$ cat config.mk
export PLATFORM = sky130hd
export DESIGN_NAME = doubly_linked_list_manager
export DESIGN_NICKNAME = d
export VERILOG_FILES = /design/src/rtl/core/dllm_pkg.sv /design/src/rtl/core/dllm_free.sv /design/src/rtl/core/dllm_nodes.sv /design/src/rtl/core/doubly_linked_list_manager.sv
export VERILOG_INCLUDE_DIRS = /design/src /design/src/rtl/core
export SDC_FILE = /design/constraint.sdc
export NUM_CORES = 2
export LEC_CHECK = 0
export BUFFER_PORTS_ARGS = -buffer_cell sky130_fd_sc_hd__buf_4
export CORE_ASPECT_RATIO = 1.75
export CORE_MARGIN = 5
export CORE_UTILIZATION = 56
export DETAILED_ROUTE_END_ITERATION = 10
export GPL_TIMING_DRIVEN = 1
export PLACE_DENSITY = 0.72
export SLEW_MARGIN = 10
export SYNTH_ARGS = -nofsm -noshare
export SYNTH_HDL_FRONTEND = slang
export SYNTH_SLANG_ARGS = --single-unit
$ cat constraint.sdc
create_clock -name clk_i -period 6.6 [get_ports clk_i]
set_clock_uncertainty 0.05 [all_clocks]
set_input_delay 0.66 -clock clk_i [delete_from_list [all_inputs] [get_ports clk_i]]
set_output_delay 0.66 -clock clk_i [all_outputs]
set_load 0.1 [all_outputs]
$ cat src/rtl/core/doubly_linked_list_manager_assert.svh
// Assertion macros shared by the list manager RTL.
// Needs clk_i and rst_ni in the scope of each use.
`ifndef DOUBLY_LINKED_LIST_MANAGER_ASSERT_SVH
`define DOUBLY_LINKED_LIST_MANAGER_ASSERT_SVH

// Same-cycle implication.
`define DLLM_ASSERT_IMP(label, ante, cons) \
  label: assert property (@(posedge clk_i) disable iff (!rst_ni) (ante) |-> (cons)) \
    else $error("dllm assertion failed");

// Next-cycle implication.
`define DLLM_ASSERT_NXT(label, ante, cons) \
  label: assert property (@(posedge clk_i) disable iff (!rst_ni) (ante) |=> (cons)) \
    else $error("dllm assertion failed");

`endif

$ cat src/rtl/core/dllm_pkg.sv
// Shared types and codes for the doubly linked list manager.
// No dependencies.
`timescale 1ns / 1ps

package dllm_pkg;

  localparam int TOTAL_W = 7;

  typedef enum logic [1:0] {
    FUNC_HEAD = 2'd0,
    FUNC_TAIL = 2'd1,
    FUNC_DEL  = 2'd2,
    FUNC_CLR  = 2'd3
  } func_e;

  typedef enum logic [1:0] {
    ST_DONE      = 2'd0,
    ST_NOT_FOUND = 2'd1,
    ST_FULL      = 2'd2
  } status_e;

  // write enables toward the node memories
  typedef struct packed {
    logic val;
    logic nxt;
    logic prv;
  } node_we_t;

endpackage

$ cat src/rtl/core/dllm_free.sv
// Free-slot stack: memory plus top and low-water registers.
// Depends on dllm_pkg.
`timescale 1ns / 1ps

module dllm_free import dllm_pkg::*; #(
  parameter int CAPACITY = 64
) (
  input  logic                         clk_i,
  input  logic                         rst_ni,
  input  logic                         clear_i,
  input  logic                         pop_i,
  input  logic                         push_i,
  input  logic [$clog2(CAPACITY)-1:0]  push_slot_i,
  output logic [$clog2(CAPACITY)-1:0]  slot_o,
  output logic [$clog2(CAPACITY+1)-1:0] top_o
);

  localparam int SW = $clog2(CAPACITY);
  localparam int CW = $clog2(CAPACITY + 1);

  logic [SW-1:0] mem [CAPACITY];
  logic [CW-1:0] top_q, low_q;
  logic [SW-1:0] rd_q, imp_q;
  logic          use_imp_q;
  logic [CW-1:0] top_m1;
  logic [SW-1:0] pop_idx;

  assign top_m1  = top_q - CW'(1);
  assign pop_idx = top_m1[SW-1:0];

  // entries below the low-water mark were never popped since the last clear
  always_ff @(posedge clk_i or negedge rst_ni) begin
    if (!rst_ni) begin
      top_q     <= CW'(CAPACITY);
      low_q     <= CW'(CAPACITY);
      use_imp_q <= 1'b0;
    end else if (clear_i) begin
      top_q <= CW'(CAPACITY);
      low_q <= CW'(CAPACITY);
    end else if (pop_i) begin
      top_q     <= top_m1;
      use_imp_q <= (top_m1 < low_q);
      if (top_m1 < low_q) begin
        low_q <= top_m1;
      end
    end else if (push_i && (top_q < CW'(CAPACITY))) begin
      top_q <= top_q + CW'(1);
    end
  end

  always_ff @(posedge clk_i) begin
    if (pop_i && !clear_i) begin
      rd_q  <= mem[pop_idx];
      imp_q <= SW'(CAPACITY - 1) - pop_idx;
    end
    if (push_i && !pop_i && !clear_i && (top_q < CW'(CAPACITY))) begin
      mem[top_q[SW-1:0]] <= push_slot_i;
    end
  end

  assign slot_o = use_imp_q ? imp_q : rd_q;
  assign top_o  = top_q;

endmodule

$ cat src/rtl/core/dllm_nodes.sv
// Node store: value, next-link and prev-link memories, one read port.
// Depends on dllm_pkg.
`timescale 1ns / 1ps

module dllm_nodes import dllm_pkg::*; #(
  parameter int CAPACITY    = 64,
  parameter int VALUE_WIDTH = 32
) (
  input  logic                          clk_i,
  input  logic                          rd_en_i,
  input  logic [$clog2(CAPACITY)-1:0]   rd_addr_i,
  input  node_we_t                      we_i,
  input  logic [$clog2(CAPACITY)-1:0]   val_addr_i,
  input  logic [VALUE_WIDTH-1:0]        val_data_i,
  input  logic [$clog2(CAPACITY)-1:0]   nxt_addr_i,
  input  logic [$clog2(CAPACITY+1)-1:0] nxt_data_i,
  input  logic [$clog2(CAPACITY)-1:0]   prv_addr_i,
  input  logic [$clog2(CAPACITY+1)-1:0] prv_data_i,
  output logic [VALUE_WIDTH-1:0]        rd_val_o,
  output logic [$clog2(CAPACITY+1)-1:0] rd_nxt_o,
  output logic [$clog2(CAPACITY+1)-1:0] rd_prv_o
);

  localparam int IW = $clog2(CAPACITY + 1);

  logic [VALUE_WIDTH-1:0] val_mem [CAPACITY];
  logic [IW-1:0]          nxt_mem [CAPACITY];
  logic [IW-1:0]          prv_mem [CAPACITY];

  always_ff @(posedge clk_i) begin
    if (we_i.val) begin
      val_mem[val_addr_i] <= val_data_i;
    end
    if (we_i.nxt) begin
      nxt_mem[nxt_addr_i] <= nxt_data_i;
    end
    if (we_i.prv) begin
      prv_mem[prv_addr_i] <= prv_data_i;
    end
    if (rd_en_i) begin
      rd_val_o <= val_mem[rd_addr_i];
      rd_nxt_o <= nxt_mem[rd_addr_i];
      rd_prv_o <= prv_mem[rd_addr_i];
    end
  end

endmodule

$ cat src/rtl/core/doubly_linked_list_manager.sv
// Doubly linked list manager with a free-slot stack; one item at a time.
// Clear goes straight to the response; insert passes S_POP and S_LINK2; delete walks
// up to CAPACITY nodes, one read of the node memory per cycle.
// Throughput: next item accepted once the previous result is handed to the output reg.
// Reset (async, active low) empties the list directly; no clearing pass.
`timescale 1ns / 1ps

module doubly_linked_list_manager import dllm_pkg::*; #(
  parameter int CAPACITY    = 64,
  parameter int VALUE_WIDTH = 32
) (
  input  logic                 clk_i,
  input  logic                 rst_ni,
  input  logic                 in_valid_i,
  output logic                 in_ready_o,
  input  logic [1:0]           func_i,
  input  logic [31:0]          value_i,
  output logic                 out_valid_o,
  input  logic                 out_ready_i,
  output logic [1:0]           status_o,
  output logic [TOTAL_W-1:0]   entry_total_o
);

`include "doubly_linked_list_manager_assert.svh"

  localparam int SW = $clog2(CAPACITY);
  localparam int IW = $clog2(CAPACITY + 1);
  localparam int CW = $clog2(CAPACITY + 1);
  localparam logic [IW-1:0] SENT = IW'(CAPACITY);

  localparam logic [2:0] S_IDLE  = 3'd0;
  localparam logic [2:0] S_POP   = 3'd1; // free slot read in flight
  localparam logic [2:0] S_LINK2 = 3'd2; // neighbor link write
  localparam logic [2:0] S_WALK  = 3'd3; // delete search, one node a cycle
  localparam logic [2:0] S_RESP  = 3'd4; // hand result to output reg

  // control state
  logic [2:0]    state_q, state_d;
  logic [IW-1:0] head_q, head_d, tail_q, tail_d;
  logic [CW-1:0] count_q, count_d;
  logic          out_valid_q;
  // working registers
  logic [VALUE_WIDTH-1:0] key_q, key_d;
  logic                   at_head_q, at_head_d;
  logic [SW-1:0]          slot_q, slot_d;
  logic [IW-1:0]          nb_q, nb_d;
  logic [SW-1:0]          cur_q, cur_d;
  logic [SW-1:0]          steps_q, steps_d;
  status_e                stat_q, stat_d;
  status_e                out_status_q;
  logic [TOTAL_W-1:0]     out_total_q;

  // free stack
  logic          fs_clear, fs_pop, fs_push;
  logic [SW-1:0] fs_slot;
  logic [CW-1:0] fs_top;

  // node store
  logic                   nd_rd_en;
  logic [SW-1:0]          nd_rd_addr;
  node_we_t               nd_we;
  logic [SW-1:0]          nd_val_addr, nd_nxt_addr, nd_prv_addr;
  logic [IW-1:0]          nd_nxt_data, nd_prv_data;
  logic [VALUE_WIDTH-1:0] nd_val;
  logic [IW-1:0]          nd_nxt, nd_prv;

  logic in_fire, load_out;

  dllm_free #(.CAPACITY(CAPACITY)) u_free (
    .clk_i       (clk_i),
    .rst_ni      (rst_ni),
    .clear_i     (fs_clear),
    .pop_i       (fs_pop),
    .push_i      (fs_push),
    .push_slot_i (cur_q),
    .slot_o      (fs_slot),
    .top_o       (fs_top)
  );

  dllm_nodes #(.CAPACITY(CAPACITY), .VALUE_WIDTH(VALUE_WIDTH)) u_nodes (
    .clk_i      (clk_i),
    .rd_en_i    (nd_rd_en),
    .rd_addr_i  (nd_rd_addr),
    .we_i       (nd_we),
    .val_addr_i (nd_val_addr),
    .val_data_i (key_q),
    .nxt_addr_i (nd_nxt_addr),
    .nxt_data_i (nd_nxt_data),
    .prv_addr_i (nd_prv_addr),
    .prv_data_i (nd_prv_data),
    .rd_val_o   (nd_val),
    .rd_nxt_o   (nd_nxt),
    .rd_prv_o   (nd_prv)
  );

  assign in_ready_o = (state_q == S_IDLE);
  assign in_fire    = in_valid_i && in_ready_o;
  assign load_out   = (state_q == S_RESP) && (!out_valid_q || out_ready_i);

  always_comb begin
    state_d   = state_q;
    head_d    = head_q;
    tail_d    = tail_q;
    count_d   = count_q;
    key_d     = key_q;
    at_head_d = at_head_q;
    slot_d    = slot_q;
    nb_d      = nb_q;
    cur_d     = cur_q;
    steps_d   = steps_q;
    stat_d    = stat_q;

    fs_clear    = 1'b0;
    fs_pop      = 1'b0;
    fs_push     = 1'b0;
    nd_rd_en    = 1'b0;
    nd_rd_addr  = head_q[SW-1:0];
    nd_we       = '0;
    nd_val_addr = fs_slot;
    nd_nxt_addr = fs_slot;
    nd_prv_addr = fs_slot;
    nd_nxt_data = SENT;
    nd_prv_data = SENT;

    case (state_q)
      S_IDLE: begin
        if (in_fire) begin
          key_d = VALUE_WIDTH'(value_i);
          case (func_e'(func_i))
            FUNC_HEAD, FUNC_TAIL: begin
              at_head_d = (func_e'(func_i) == FUNC_HEAD);
              if (fs_top == '0) begin
                stat_d  = ST_FULL;
                state_d = S_RESP;
              end else begin
                fs_pop  = 1'b1;
                state_d = S_POP;
              end
            end
            FUNC_DEL: begin
              if (head_q == SENT) begin
                stat_d  = ST_NOT_FOUND;
                state_d = S_RESP;
              end else begin
                nd_rd_en   = 1'b1;
                nd_rd_addr = head_q[SW-1:0];
                cur_d      = head_q[SW-1:0];
                steps_d    = '0;
                state_d    = S_WALK;
              end
            end
            default: begin
              fs_clear = 1'b1;
              head_d   = SENT;
              tail_d   = SENT;
              count_d  = '0;
              stat_d   = ST_DONE;
              state_d  = S_RESP;
            end
          endcase
        end
      end

      S_POP: begin
        // new node: value and its own two links
        slot_d    = fs_slot;
        nd_we.val = 1'b1;
        nd_we.nxt = 1'b1;
        nd_we.prv = 1'b1;
        if (at_head_q) begin
          nd_nxt_data = head_q;
          nd_prv_data = SENT;
          nb_d        = head_q;
          if (head_q == SENT) begin
            tail_d = IW'(fs_slot);
          end
          head_d = IW'(fs_slot);
        end else begin
          nd_nxt_data = SENT;
          nd_prv_data = tail_q;
          nb_d        = tail_q;
          if (tail_q == SENT) begin
            head_d = IW'(fs_slot);
          end
          tail_d = IW'(fs_slot);
        end
        state_d = S_LINK2;
      end

      S_LINK2: begin
        // old head's prev or old tail's next now points at the new node
        if (nb_q != SENT) begin
          if (at_head_q) begin
            nd_we.prv   = 1'b1;
            nd_prv_addr = nb_q[SW-1:0];
            nd_prv_data = IW'(slot_q);
          end else begin
            nd_we.nxt   = 1'b1;
            nd_nxt_addr = nb_q[SW-1:0];
            nd_nxt_data = IW'(slot_q);
          end
        end
        count_d = count_q + CW'(1);
        stat_d  = ST_DONE;
        state_d = S_RESP;
      end

      S_WALK: begin
        if (nd_val == key_q) begin
          // unlink: prev of after, next of before
          if (nd_nxt == SENT) begin
            tail_d = nd_prv;
          end else begin
            nd_we.prv   = 1'b1;
            nd_prv_addr = nd_nxt[SW-1:0];
            nd_prv_data = nd_prv;
          end
          if (nd_prv == SENT) begin
            head_d = nd_nxt;
          end else begin
            nd_we.nxt   = 1'b1;
            nd_nxt_addr = nd_prv[SW-1:0];
            nd_nxt_data = nd_nxt;
          end
          fs_push = 1'b1;
          if (count_q != '0) begin
            count_d = count_q - CW'(1);
          end
          stat_d  = ST_DONE;
          state_d = S_RESP;
        end else if ((steps_q == SW'(CAPACITY - 1)) || (nd_nxt == SENT)) begin
          stat_d  = ST_NOT_FOUND;
          state_d = S_RESP;
        end else begin
          nd_rd_en   = 1'b1;
          nd_rd_addr = nd_nxt[SW-1:0];
          cur_d      = nd_nxt[SW-1:0];
          steps_d    = steps_q + SW'(1);
        end
      end

      S_RESP: begin
        if (load_out) begin
          state_d = S_IDLE;
        end
      end

      default: begin
        state_d = S_IDLE;
      end
    endcase
  end

  always_ff @(posedge clk_i or negedge rst_ni) begin
    if (!rst_ni) begin
      state_q     <= S_IDLE;
      head_q      <= SENT;
      tail_q      <= SENT;
      count_q     <= '0;
      out_valid_q <= 1'b0;
    end else begin
      state_q <= state_d;
      head_q  <= head_d;
      tail_q  <= tail_d;
      count_q <= count_d;
      if (load_out) begin
        out_valid_q <= 1'b1;
      end else if (out_ready_i) begin
        out_valid_q <= 1'b0;
      end
    end
  end

  always_ff @(posedge clk_i) begin
    key_q     <= key_d;
    at_head_q <= at_head_d;
    slot_q    <= slot_d;
    nb_q      <= nb_d;
    cur_q     <= cur_d;
    steps_q   <= steps_d;
    stat_q    <= stat_d;
    if (load_out) begin
      out_status_q <= stat_q;
      out_total_q  <= TOTAL_W'(count_q);
    end
  end

  assign out_valid_o   = out_valid_q;
  assign status_o      = out_status_q;
  assign entry_total_o = out_total_q;

  // every slot is either linked or on the free stack between items
  `DLLM_ASSERT_IMP(a_slot_cons, (state_q == S_IDLE), ((CW+1)'(count_q) + (CW+1)'(fs_top) == (CW+1)'(CAPACITY)))
  // head and tail reach the sentinel together
  `DLLM_ASSERT_IMP(a_ends_agree, 1'b1, ((head_q == SENT) == (tail_q == SENT)))
  // empty list exactly when the count is zero
  `DLLM_ASSERT_IMP(a_empty_cnt, (state_q == S_IDLE), ((head_q == SENT) == (count_q == '0)))
  // refused insert only with every slot in use
  `DLLM_ASSERT_NXT(a_full_ok, (load_out && (stat_q == ST_FULL)), (count_q == CW'(CAPACITY)))

endmodule

==> qor.csv <==
metric;value;unit
status;completed;
rsz0062_at_grt;no;
gp_congestion;0.908;
crit_fanout;99;
maxCapViolCount;0;
grt_first_pass_wirelength;500000;um
dp.cells;10464;
routed_via_density;6.51;
synth_top_area_share;76.6;%
root_buffer;clkbuf_16;
yosysMostFrequentCell;edfxtp_1;
io_buffers;48;
r2r-start;key_q[22]$_DFFE_PP_;
drc;0;
cp-start-kind;flip-flop;
rows;238;
ctsResizeCount;0;
worst_setup_path_end_kind;flip-flop;
synth.top_cells.by_count;3455 x edfxtp_1, 1483 x mux2i_1, 734 x o22ai_1;
die_y;660;um
slew_viol_final;0;
hold_viol;0;
hp-start;value_i[0];
powerDensity;275;nW/um^2
dpl.hpwl;217000;um
wl;350000;um
grt_pass1_vias;72716;
worst-setup-path-type;flip-flop to flip-flop;
firstDrtPassIters;9;
crit_start;key_q[22]$_DFFE_PP_;
globalRouteOverflowTotal;0;
synth.avg_cell_area;18.5;sq um
p_sw;0.00778;W
syn-cell-area;135000;sq um
synth_cell_type_count;65;
h-tree-depth;5;
crit_family;compound AO/OA/AOI/OAI gates;
cts_sinks;3495;
cp.arrival;6500;ps
peakVddDrop;0.000236;V
numCtsBuffers;301;
crit_buf_inv;2;
path_cells;xnor2_1, nand4_1, nor4_4, a21oi_1, a21oi_4, buf_12, buf_12, mux2i_1, o22ai_1, o41ai_1, nand4_1;
worst_pin_slew;1270;ps
grt_max_degree;109;
die_w;382;um
synth_cells;7312;
finalCritPeriodShare;91.7;%
synth_flop_cell;edfxtp_1;
power_leakage;42.6;nW
fmax;165;MHz
ys.warnings.count;0;
clockBufferDepth;4;
initial_utilization;56.3;%
ctsHoldBuffers;36;
area_growth;12.2;%
synth_area_leader_cell;edfxtp_1;
io-pin-count;49;
grt_antenna_before_repair;10;
ant_nets;0;
clock_latency;890;ps
coreArea;240000;sq um
setup_viol;0;
slowest_stage;o41ai_1;
rrSetupSlack;550;ps
nets;7737;
dieArea;252000;sq um
clock_power_share;42.2;%
cts_setup_buffers;0;
ys_top_cells_by_area;edfxtp_1 77%, mux2i_1 11%, o22ai_1 3.4%;
seq_power_share;57.5;%
avgRoutedWirePerCell;31.7;um
vias;71859;
syn_nets;7366;
swShare;18.6;%
postLayoutCoreUtil;63.2;%
ys_ff_latch;3495;
hold_class;primary input to flip-flop;
cp_slowest_stage_delay;750;ps
clkTransAtPathRegs;70;ps
synth_edf_count;3455;
required;7050;ps
yosysSeqAreaShare;77.4;%
drive_above_1_share;13.9;%
maxSlewHeadroom;14.9;%
grt_use_total;27.2;%
combPwrFrac;0.3;%
intPower;0.0340;W
period_needed;6050;ps
cts_tree;yes;
drt_iter0_markers;7830;
async_reset_ff_share;1.14;%
fin_tns_setup;0;ps
finalNonFillerCells;11033;
## cell usage in the layout (no fill, tap or decap), types with 7 or more instances in the layout
cell type      count
edfxtp_1        3455
nor2_4            62
xor2_1             7
nand3b_1          10
clkinv_2          44
clkbuf_1          63
o41ai_1          184
a222oi_1           8
o22ai_1          734
dlygate4sd3_1     36
o21ai_4            7
mux2_2            14
a21oi_1           29
nand2_1          116
o21ai_0           23
nor2_1           267
ha_1              14
clkbuf_16        314
nand3_1           21
nor3_1            11
mux4_2           126
nand2b_1          13
nor2b_1            9
dfrtp_1           35
clkinv_1          53
clkinvlp_4        14
nand2_4            9
xnor2_1           41
inv_1             30
a211oi_1          11
inv_6              7
inv_2              7
bufinv_16         30
nand4_1           57
buf_4            391
buf_12            46
a31oi_1            9
a22oi_1           20
mux2i_1         1482
## logic make-up after synthesis
logic type | synth area share, %
AO/OA/AOI/OAI | 5.36
XOR/XNOR | 0.323
adder cells (fa/ha/maj) | 0.153
buffers and inverters | 1.60
flip-flops | 77.4
multiplexers | 13.2
AND/OR/NAND/NOR | 2.00
## per-layer routing
layer,vias to the layer above,track usage [%],part of all wire (%)
met5,-,0,0.013
met4,8,15.7,6.9
met3,1012,3.68,7.0
met2,3556,49.2,53
met1,36763,31.1,33
li1,30520,-,-
## per-stage QoR
step / hold slack (ps) / setup slack (ps) / power, W / cell area, sq um
6_report: 61.1 / 548 / 0.0418 / 152000
5_1_grt: 33.5 / 585 / 0.0428 / 152000
4_1_cts: 20.8 / 568 / 0.0419 / 152000
3_5_place_dp: 401 / 610 / 0.0246 / 142000
3_3_place_gp: 434 / 660 / 0.0246 / 142000
2_1_floorplan: 314 / 1040 / 0.0245 / 135000
## state kept, by name, summed over array words and instances (netlist names), 32 cells and up
name,cells
u_nodes.val_mem,2048
u_nodes.nxt_mem,448
u_nodes.prv_mem,448
u_free.mem,384
key_q,32
u_nodes.rd_val_o,32
## worst register-to-register path, delay by kind of cell, from the launching register on
| family | cells | cell delay (ps) |
|---|---|---|
| AO/OA/AOI/OAI | 4 | 1790 |
| AND/OR/NAND/NOR | 3 | 1600 |
| buffers and inverters | 2 | 740 |
| multiplexers | 1 | 510 |
| XOR/XNOR | 1 | 490 |
| flip-flops | 1 | 480 |
## power by group through the flow
stage	clock (W)	combinational [W]	sequential (W)
floorplan	0	0.0000620	0.0245
global placement	0	0.000112	0.0245
detailed placement	0	0.000113	0.0245
CTS	0.0178	0.000133	0.0240
global route	0.0187	0.000139	0.0240
finish	0.0176	0.000131	0.0240
## layout make-up
cell class,instances,area (sq um)
timing repair buffer,473,4220
clock inverter,150,1530
multi-input combinational,3372,29100
fill,15952,88500
sequential,3495,105000
inverter,40,150
tap,3120,3900
clock buffer,379,8120
antenna,4,10.0
## final timing paths
kind / to / cells after the start
min reg2reg: status_o[0]$_DFFE_PP_ / 0
max: u_nodes.rd_val_o[0]$_DFFE_PP_ / 11
max in group asynchronous: u_free.top_o[0]$_DFFE_PN0P_ / 2
max reg2reg: u_nodes.rd_val_o[0]$_DFFE_PP_ / 11
min: key_q[0]$_DFFE_PP_ / 1
min in group asynchronous: count_q[6]$_DFFE_PN0P_ / 2
(Power assumes the default switching activity.)
